==> config.mk <==
export PLATFORM = sky130hd
export DESIGN_NAME = overwrite_ring_history_unit
export DESIGN_NICKNAME = d
export VERILOG_FILES = /design/src/design/ohr_pkg.sv /design/src/design/ohr_front.sv /design/src/design/ohr_queue.sv /design/src/design/ohr_back.sv /design/src/design/overwrite_ring_history_unit.sv
export SDC_FILE = /design/constraint.sdc
export NUM_CORES = 2
export LEC_CHECK = 0
export ABC_CLOCK_PERIOD_IN_PS = 6100
export BUFFER_PORTS_ARGS = -buffer_cell sky130_fd_sc_hd__buf_2
export CORE_ASPECT_RATIO = 0.5
export CORE_MARGIN = 5
export CORE_UTILIZATION = 47
export CTS_BUF_LIST = sky130_fd_sc_hd__clkbuf_16
export CTS_CLUSTER_DIAMETER = 60
export CTS_CLUSTER_SIZE = 24
export DETAILED_ROUTE_END_ITERATION = 16
export HOLD_SLACK_MARGIN = 0.03
export PLACE_DENSITY = 0.61
export SLEW_MARGIN = 20
export SYNTH_ARGS = -nofsm -noshare
export SYNTH_HDL_FRONTEND = slang
export SYNTH_SLANG_ARGS = --single-unit
==> constraint.sdc <==
create_clock -name clk -period 6.1 [get_ports clk]
set_clock_uncertainty 0.15 [all_clocks]
set_input_delay 0.61 -clock clk [delete_from_list [all_inputs] [get_ports clk]]
set_output_delay 0.61 -clock clk [all_outputs]
set_load 0.02 [all_outputs]
==> src/design/ohr_pkg.sv <==
package ohr_pkg;

  // Fixed field widths
  localparam int DATA_W = 32;
  localparam int CNT_W  = 7;
  localparam int POS_W  = 6;

  // Operation codes
  localparam logic FUNC_INSERT = 1'b0;
  localparam logic FUNC_READ   = 1'b1;

  typedef struct packed {
    logic              func;
    logic [DATA_W-1:0] item_data;
    logic [CNT_W-1:0]  read_count;
  } in_word_t;

  typedef struct packed {
    logic [DATA_W-1:0] item_out;
    logic [POS_W-1:0]  position;
    logic [CNT_W-1:0]  copied_count;
    logic              entry_valid;
    logic              last;
  } out_word_t;

  // Classified command passed from front to back
  typedef struct packed {
    logic              is_read;
    logic [DATA_W-1:0] data;
    logic [CNT_W-1:0]  n;
  } cmd_t;

  // Queue status
  typedef struct packed {
    logic full;
    logic empty;
  } qstat_t;

endpackage

==> src/design/ohr_front.sv <==
module ohr_front
  import ohr_pkg::*;
(
  input  in_word_t              in_word,
  input  logic [CNT_W-1:0]      cnt,
  output cmd_t                  cmd
);

  // Classify the word and saturate the read count to the entries in use
  always_comb begin
    cmd.is_read = (in_word.func == FUNC_READ);
    cmd.data    = in_word.item_data;
    cmd.n       = (in_word.read_count < cnt) ? in_word.read_count : cnt;
  end

endmodule

==> src/design/ohr_queue.sv <==
module ohr_queue
  import ohr_pkg::*;
(
  input  logic   clk,
  input  logic   rst_n,
  input  logic   push,
  input  cmd_t   push_cmd,
  input  logic   pop,
  output cmd_t   head_cmd,
  output qstat_t stat
);

  cmd_t       q_r [2];
  logic       wr_ptr_r, wr_ptr_nxt;
  logic       rd_ptr_r, rd_ptr_nxt;
  logic [1:0] fill_r, fill_nxt;
  logic       do_push, do_pop;

  assign do_push = push && (fill_r != 2'd2);
  assign do_pop  = pop && (fill_r != 2'd0);

  // Advance pointers and fill level
  always_comb begin
    wr_ptr_nxt = do_push ? ~wr_ptr_r : wr_ptr_r;
    rd_ptr_nxt = do_pop ? ~rd_ptr_r : rd_ptr_r;
    fill_nxt   = fill_r;
    if (do_push && !do_pop) begin
      fill_nxt = fill_r + 2'd1;
    end else if (!do_push && do_pop) begin
      fill_nxt = fill_r - 2'd1;
    end
  end

  always_ff @(posedge clk) begin
    if (!rst_n) begin
      wr_ptr_r <= 1'b0;
      rd_ptr_r <= 1'b0;
      fill_r   <= 2'd0;
    end else begin
      wr_ptr_r <= wr_ptr_nxt;
      rd_ptr_r <= rd_ptr_nxt;
      fill_r   <= fill_nxt;
    end
  end

  // Hold queued words
  always_ff @(posedge clk) begin
    if (do_push) begin
      q_r[wr_ptr_r] <= push_cmd;
    end
  end

  assign head_cmd   = q_r[rd_ptr_r];
  assign stat.full  = (fill_r == 2'd2);
  assign stat.empty = (fill_r == 2'd0);

endmodule

==> src/design/ohr_back.sv <==
module ohr_back
  import ohr_pkg::*;
#(
  parameter int DEPTH      = 64,
  parameter int ITEM_WIDTH = 32
) (
  input  logic             clk,
  input  logic             rst_n,
  input  logic             cfg_we,
  input  logic [CNT_W-1:0] cfg_wdata,
  input  cmd_t             head_cmd,
  input  qstat_t           qstat,
  output logic             pop,
  output logic [CNT_W-1:0] cnt,
  output logic             out_strobe,
  output out_word_t        out_word
);

  localparam int AW = (DEPTH > 1) ? $clog2(DEPTH) : 1;
  localparam int SW = (ITEM_WIDTH < DATA_W) ? ITEM_WIDTH : DATA_W;

  typedef enum logic {ST_IDLE, ST_STREAM} state_t;

  state_t           state_r, state_nxt;
  logic [CNT_W-1:0] cnt_r, cnt_nxt;
  logic [AW-1:0]    wi_r, wi_nxt;
  logic [AW-1:0]    slot_r, slot_nxt;
  logic [POS_W-1:0] k_r, k_nxt;
  logic [CNT_W-1:0] n_r, n_nxt;
  logic [DEPTH-1:0] vbits_r, vbits_nxt;
  logic             pend_r, pend_nxt;
  logic [POS_W-1:0] pos_r, pos_nxt;
  logic [CNT_W-1:0] ocnt_r, ocnt_nxt;
  logic             ev_r, ev_nxt;
  logic             last_r, last_nxt;
  logic             vld_r, vld_nxt;
  logic [SW-1:0]    mem [DEPTH];
  logic [SW-1:0]    rd_data_r;
  logic             wr_en, rd_en;
  logic [CNT_W-1:0] wi_inc, slot_inc, start_sum, k_inc;
  logic             k_last;

  assign pop   = (state_r == ST_IDLE) && !qstat.empty;
  assign wr_en = pop && !head_cmd.is_read;
  assign rd_en = (state_r == ST_STREAM);

  assign wi_inc    = CNT_W'(wi_r) + CNT_W'(1);
  assign slot_inc  = CNT_W'(slot_r) + CNT_W'(1);
  assign start_sum = CNT_W'(wi_r) + cnt_r - head_cmd.n;
  assign k_inc     = CNT_W'(k_r) + CNT_W'(1);
  assign k_last    = (k_inc == n_r);

  // Sequence inserts, reads and configuration writes
  always_comb begin
    state_nxt = state_r;
    cnt_nxt   = cnt_r;
    wi_nxt    = wi_r;
    slot_nxt  = slot_r;
    k_nxt     = k_r;
    n_nxt     = n_r;
    vbits_nxt = vbits_r;
    pend_nxt  = 1'b0;
    pos_nxt   = pos_r;
    ocnt_nxt  = ocnt_r;
    ev_nxt    = ev_r;
    last_nxt  = last_r;
    vld_nxt   = vld_r;

    case (state_r)
      ST_IDLE: begin
        if (pop) begin
          if (!head_cmd.is_read) begin
            vbits_nxt[wi_r] = 1'b1;
            wi_nxt = (wi_inc == cnt_r) ? '0 : AW'(wi_inc);
          end else if (head_cmd.n == '0) begin
            pend_nxt = 1'b1;
            pos_nxt  = '0;
            ocnt_nxt = '0;
            ev_nxt   = 1'b0;
            last_nxt = 1'b1;
          end else begin
            slot_nxt  = (start_sum >= cnt_r) ? AW'(start_sum - cnt_r) : AW'(start_sum);
            k_nxt     = '0;
            n_nxt     = head_cmd.n;
            state_nxt = ST_STREAM;
          end
        end
      end
      ST_STREAM: begin
        pend_nxt = 1'b1;
        pos_nxt  = k_r;
        ocnt_nxt = n_r;
        ev_nxt   = 1'b1;
        last_nxt = k_last;
        vld_nxt  = vbits_r[slot_r];
        slot_nxt = (slot_inc == cnt_r) ? '0 : AW'(slot_inc);
        k_nxt    = POS_W'(k_inc);
        if (k_last) begin
          state_nxt = ST_IDLE;
        end
      end
      default: begin
        state_nxt = ST_IDLE;
      end
    endcase

    // Clamp the entry count and restart the write index
    if (cfg_we) begin
      if (cfg_wdata == '0) begin
        cnt_nxt = CNT_W'(1);
      end else if (cfg_wdata > CNT_W'(DEPTH)) begin
        cnt_nxt = CNT_W'(DEPTH);
      end else begin
        cnt_nxt = cfg_wdata;
      end
      wi_nxt = '0;
    end
  end

  always_ff @(posedge clk) begin
    if (!rst_n) begin
      state_r <= ST_IDLE;
      cnt_r   <= CNT_W'(DEPTH);
      wi_r    <= '0;
      vbits_r <= '0;
      pend_r  <= 1'b0;
    end else begin
      state_r <= state_nxt;
      cnt_r   <= cnt_nxt;
      wi_r    <= wi_nxt;
      vbits_r <= vbits_nxt;
      pend_r  <= pend_nxt;
    end
    slot_r <= slot_nxt;
    k_r    <= k_nxt;
    n_r    <= n_nxt;
    pos_r  <= pos_nxt;
    ocnt_r <= ocnt_nxt;
    ev_r   <= ev_nxt;
    last_r <= last_nxt;
    vld_r  <= vld_nxt;
  end

  // Ring store: one write port, one registered read port
  always_ff @(posedge clk) begin
    if (wr_en) begin
      mem[wi_r] <= head_cmd.data[SW-1:0];
    end
    if (rd_en) begin
      rd_data_r <= mem[slot_r];
    end
  end

  // Drive the result word; a never-written entry reads as zero
  assign cnt                   = cnt_r;
  assign out_strobe            = pend_r;
  assign out_word.item_out     = (ev_r && vld_r) ? DATA_W'(rd_data_r) : '0;
  assign out_word.position     = pos_r;
  assign out_word.copied_count = ocnt_r;
  assign out_word.entry_valid  = ev_r;
  assign out_word.last         = last_r;

  a_wi_in_range: assert property (@(posedge clk) disable iff (!rst_n)
    CNT_W'(wi_r) < cnt_r)
    else $error("write index beyond entry count");

  a_slot_in_range: assert property (@(posedge clk) disable iff (!rst_n)
    (state_r == ST_STREAM) |-> (CNT_W'(slot_r) < cnt_r))
    else $error("read slot beyond entry count");

  a_empty_word: assert property (@(posedge clk) disable iff (!rst_n)
    (pend_r && !ev_r) |-> (last_r && (ocnt_r == '0) && (out_word.item_out == '0)))
    else $error("malformed empty read word");

  a_pos_below_count: assert property (@(posedge clk) disable iff (!rst_n)
    (pend_r && ev_r) |-> (CNT_W'(pos_r) < ocnt_r))
    else $error("position not below copied count");

  a_run_ends: assert property (@(posedge clk) disable iff (!rst_n)
    ((state_r == ST_STREAM) && k_last) |=> (state_r == ST_IDLE) && pend_r && last_r)
    else $error("read run did not end on last word");

endmodule

==> src/design/overwrite_ring_history_unit.sv <==
// Channel  Ports                          Handshake
// in       start, busy, in_word           taken when start && !busy
// out      out_strobe, out_word           one strobe per word, no backpressure
// cfg      cfg_we, cfg_wdata              written when cfg_we
//
// An insert leaves the back end idle, so inserts are taken every cycle unless busy.
// A read of n entries streams one word per cycle from the single read port; its
// first word passes the state register and then the registered read port after the
// read leaves the 2-entry queue, and a read of zero gives its word in the next cycle.
// Reset is synchronous and clears the store's valid bits at once: no clearing pass.
// busy rises while the command queue is full; results are never held back.
module overwrite_ring_history_unit
  import ohr_pkg::*;
#(
  parameter int DEPTH      = 64,
  parameter int ITEM_WIDTH = 32
) (
  input  logic             clk,
  input  logic             rst_n,
  input  logic             start,
  output logic             busy,
  input  in_word_t         in_word,
  output logic             out_strobe,
  output out_word_t        out_word,
  input  logic             cfg_we,
  input  logic [CNT_W-1:0] cfg_wdata
);

  cmd_t             front_cmd;
  cmd_t             head_cmd;
  qstat_t           qstat;
  logic             pop;
  logic [CNT_W-1:0] cnt;

  assign busy = qstat.full;

  // Classify incoming words
  ohr_front u_front (
    .in_word (in_word),
    .cnt     (cnt),
    .cmd     (front_cmd)
  );

  // Decouple acceptance from execution
  ohr_queue u_queue (
    .clk      (clk),
    .rst_n    (rst_n),
    .push     (start && !busy),
    .push_cmd (front_cmd),
    .pop      (pop),
    .head_cmd (head_cmd),
    .stat     (qstat)
  );

  // Execute inserts and stream reads
  ohr_back #(
    .DEPTH      (DEPTH),
    .ITEM_WIDTH (ITEM_WIDTH)
  ) u_back (
    .clk        (clk),
    .rst_n      (rst_n),
    .cfg_we     (cfg_we),
    .cfg_wdata  (cfg_wdata),
    .head_cmd   (head_cmd),
    .qstat      (qstat),
    .pop        (pop),
    .cnt        (cnt),
    .out_strobe (out_strobe),
    .out_word   (out_word)
  );

endmodule
==> flow_metrics.tcl <==
set metrics [dict create \
    timing_max_transition_violations_final 0 \
    dpl_wire_length_mm 133 \
    crit_type "reg2reg" \
    fill_cell_count 14386 \
    post_route_cells_drive_above_1_share 0.275 \
    drt_pre_antenna_iters 7 \
    cts_root_buf "clkbuf_16" \
    setup_viol 0 \
    cts_resized 0 \
    global_route_wire_length_before_repair_mm 311 \
    worstSkewPairLatency_ns 0.76 \
    layout.area.seq_mm2 0.0676 \
    postSynthNetCount 4039 \
    flow.area_growth_from_synthesis_pct 10.2 \
    run_status "finished clean" \
    grt_use_total 0.220 \
    rd_place_congestion 0.860 \
    std_cell_rows 112 \
    yosysWarningCount 0 \
    async_reset_ff_frac 0 \
    setup_total_negative_slack_ns 0 \
    worst_setup_end_kind "flop" \
    pin_count_of_the_biggest_net_entering_global_routing 111 \
    effective_utilization_at_floorplan 0.472 \
    place.detailed.instances 6523 \
    die_w_um 622 \
    detailroute.via_count 41752 \
    maximum_clock_frequency_mhz 212 \
    drt.antenna.violating_nets 0 \
    tritoncts "yes" \
    drt-vias-per-instance 6.17 \
    die_height_um 316 \
    yosys_register_bits 2279 \
    timing.reg2reg.worst_path_depth 7 \
    worst_path_most_repeated_cell "buf_4" \
    leakage_nw 30.2 \
    grt.overflow.total 0 \
    worst_slew_pin_slew_ns 1.19 \
    path_depth 7 \
    max-clock-path-buffers 3 \
    worst_path_max_delay_cell "nor2_4" \
    cpLargestDelayFamily "simple AND/OR/NAND/NOR gates" \
    routedWlPerCell_um 32.0 \
    synth.cell_area_mm2 0.0880 \
    die_area_mm2 0.197 \
    tritoncts_buffers 117 \
    pwr_density_cell_mw_per_mm2 436 \
    numClockSinks 2279 \
    number_of_cells_produced_by_synthesis 3957 \
    io-pin-count 100 \
    yosysSeqAreaShare 0.768 \
    setup.reg_to_reg.worst_slack_ns 1.39 \
    final.period_utilization 0.773 \
    final-hold-violation-count 0 \
    cts_max_level 3 \
    multiInputGateArea_mm2 0.0198 \
    irDropWorstVdd_mv 0.492 \
    grt_antenna_before_repair 12 \
    avg_inst_size_synth_um2 22.2 \
    max-slew-margin-rel 0.207 \
    worstPathCellList "buf_4, mux2i_1, nand2b_1, nor2_1, nand3_1, nor2_4, buf_4" \
    r2r-end "u_back.mem[27][20]" \
    grt_pass1_vias 41962 \
    number_of_synthesized_flops_with_an_enable_pin 2195 \
    ys.flop_type "edfxtp_1" \
    min-delay-path-class "in2reg" \
    totalWireLength_mm 217 \
    cp.buffers_inverters 2 \
    final.min_clock_period_ns 4.71 \
    critPathArrivalTime_ns 5.02 \
    io_buffer_count 99 \
    critPathMaxFanout 34 \
    maxCapViolCount 0 \
    finalNetCount 4250 \
    drt_drc_violations_left 0 \
    clkSlewWorstSetupHoldPaths_ns 0.10 \
    critPathMaxStageDelay_ns 0.94 \
    worstSetupStartpointType "flop" \
    synth.distinct_cells 54 \
    cp-endpoint "u_back.mem[27][20]" \
    layout.cells.non_filler 6762 \
    cp_data_required_time_ns 6.41 \
    drt_iter0_markers 5526 \
    rsz0062_at_grt "false" \
    core_region_area_mm2 0.186 \
]
## metrics by stage
stage                util  area [µm²]  worst slack [ns]  hold slack (ns)  total power [W]
floorplan               -       88000              1.16            0.285           0.0281
CTS                 0.520       97000              1.36           0.0517           0.0425
global placement    0.497       92700              1.44            0.291           0.0333
global route        0.520       97000              1.13           0.0806           0.0439
detailed placement  0.498       92800              1.39            0.300           0.0335
finish              0.520       97000              1.39            0.113           0.0423
## final cells by class
type / instances / area share
Antenna cell: 4 / 0.000103
Clock buffer: 124 / 0.0320
Clock inverter: 77 / 0.00766
Inverter: 33 / 0.00128
Multi-Input combinational cell: 1428 / 0.204
Sequential cell: 2279 / 0.697
Tap cell: 2508 / 0.0324
Timing Repair Buffer: 309 / 0.0254
## Yosys cell counts, drive strengths merged, types with 5 or more instances
library cell	n	area (µm²)
edfxtp	2195	65900
mux4	598	13500
clkbuf	117	439
nor2	114	428
buf	100	558
mux2i	85	851
dfxtp	84	1680
o22ai	70	438
o21a	67	503
nand2	50	188
mux2	45	507
a22oi	41	308
and3	36	225
a21oi	35	175
inv	32	120
nand3	32	160
xnor2	28	245
and2	26	163
ha	24	300
nor2b	22	138
xor2	18	158
nor3	16	80.1
a211oi	13	97.6
nand2b	11	68.8
nand4	11	68.8
o211ai	11	82.6
o21ai	11	55.1
a31oi	10	62.6
a32o	7	70.1
fa	7	140
or3	6	37.5
a21o	5	37.5
## worst min-delay path by stage
stage                                  start  cells past startpoint                 end  slack [ns]
final                           cfg_wdata[3]                      4       u_back.cnt[3]        0.11
after global routing            cfg_wdata[3]                      4       u_back.cnt[3]        0.08
after CTS                       cfg_wdata[3]                      4       u_back.cnt[3]        0.05
after detailed placement  u_back.vbits_r[46]                      1  u_back.vbits_r[46]        0.30
after global placement    u_back.vbits_r[30]                      1  u_back.vbits_r[30]        0.29
after floorplan           u_back.vbits_r[10]                      1  u_back.vbits_r[10]        0.29
## routing by layer
| layer | wire length (µm) | global-route usage |
|---|---|---|
| met2 | 100000 | 0.339 |
| met3 | 19000 | 0.0443 |
| met5 | 0 | 0 |
| met1 | 93500 | 0.332 |
| met4 | 3840 | 0.0406 |
## sequential cells by signal, indices dropped and copies added (netlist names), 2 cells and up, named ones only
signal / cells
u_back.mem: 2048
u_queue.q_r: 80
u_back.vbits_r: 64
u_back.rd_data_r: 32
u_back.cnt: 7
u_back.n_r: 7
u_back.ocnt_r: 7
u_back.k_r: 6
u_back.pos_r: 6
u_back.slot_r: 6
u_back.wi_r: 6
u_queue.fill_r: 2
## power by group
| group | total [W] | switching (W) | internal (W) |
|---|---|---|---|
| Sequential | 0.0191 | 0.000267 | 0.0188 |
| Clock | 0.00914 | 0.00500 | 0.00414 |
| Combinational | 0.0140 | 0.00856 | 0.00547 |
| Total | 0.0423 | 0.0138 | 0.0284 |
## worst reg2reg max path: cells and delay by family (launching register included)
kind          cells  cell delay (ns)
simple gates      4             2.49
buf+inv           2             0.88
mux               1             0.48
flops             1             0.45
## what timing repair did
| action | 4_1_cts | 5_1_grt |
|---|---|---|
| buffers inserted | 0 | 0 |
| hold endpoints to repair | 67 | 0 |
| hold buffers | 34 | 0 |
## cell families after synthesis
group	count (synthesis)	synth area share
multiplexers	728	0.168
XOR/XNOR	46	0.00458
AND/OR/NAND/NOR	335	0.0186
adder cells (fa/ha/maj)	31	0.00500
buffers and inverters	250	0.0127
AO/OA/AOI/OAI	288	0.0226
flip-flops	2279	0.768
## cells in the final DEF, fill, tap and decap left out, types with 28 or more instances in the layout
master	instances
xnor2_1	28
mux2_2	44
clkbuf_16	124
dfxtp_1	82
nand3_1	30
nand2_1	50
edfxtp_1	2195
nor2_4	64
a22oi_1	41
buf_4	153
a21oi_1	35
and3_1	34
mux2i_1	85
nor2_1	50
dlygate4sd3_1	34
buf_2	99
o21a_1	67
mux4_2	598
inv_1	55
o22ai_1	70
(Power assumes the default switching activity.)
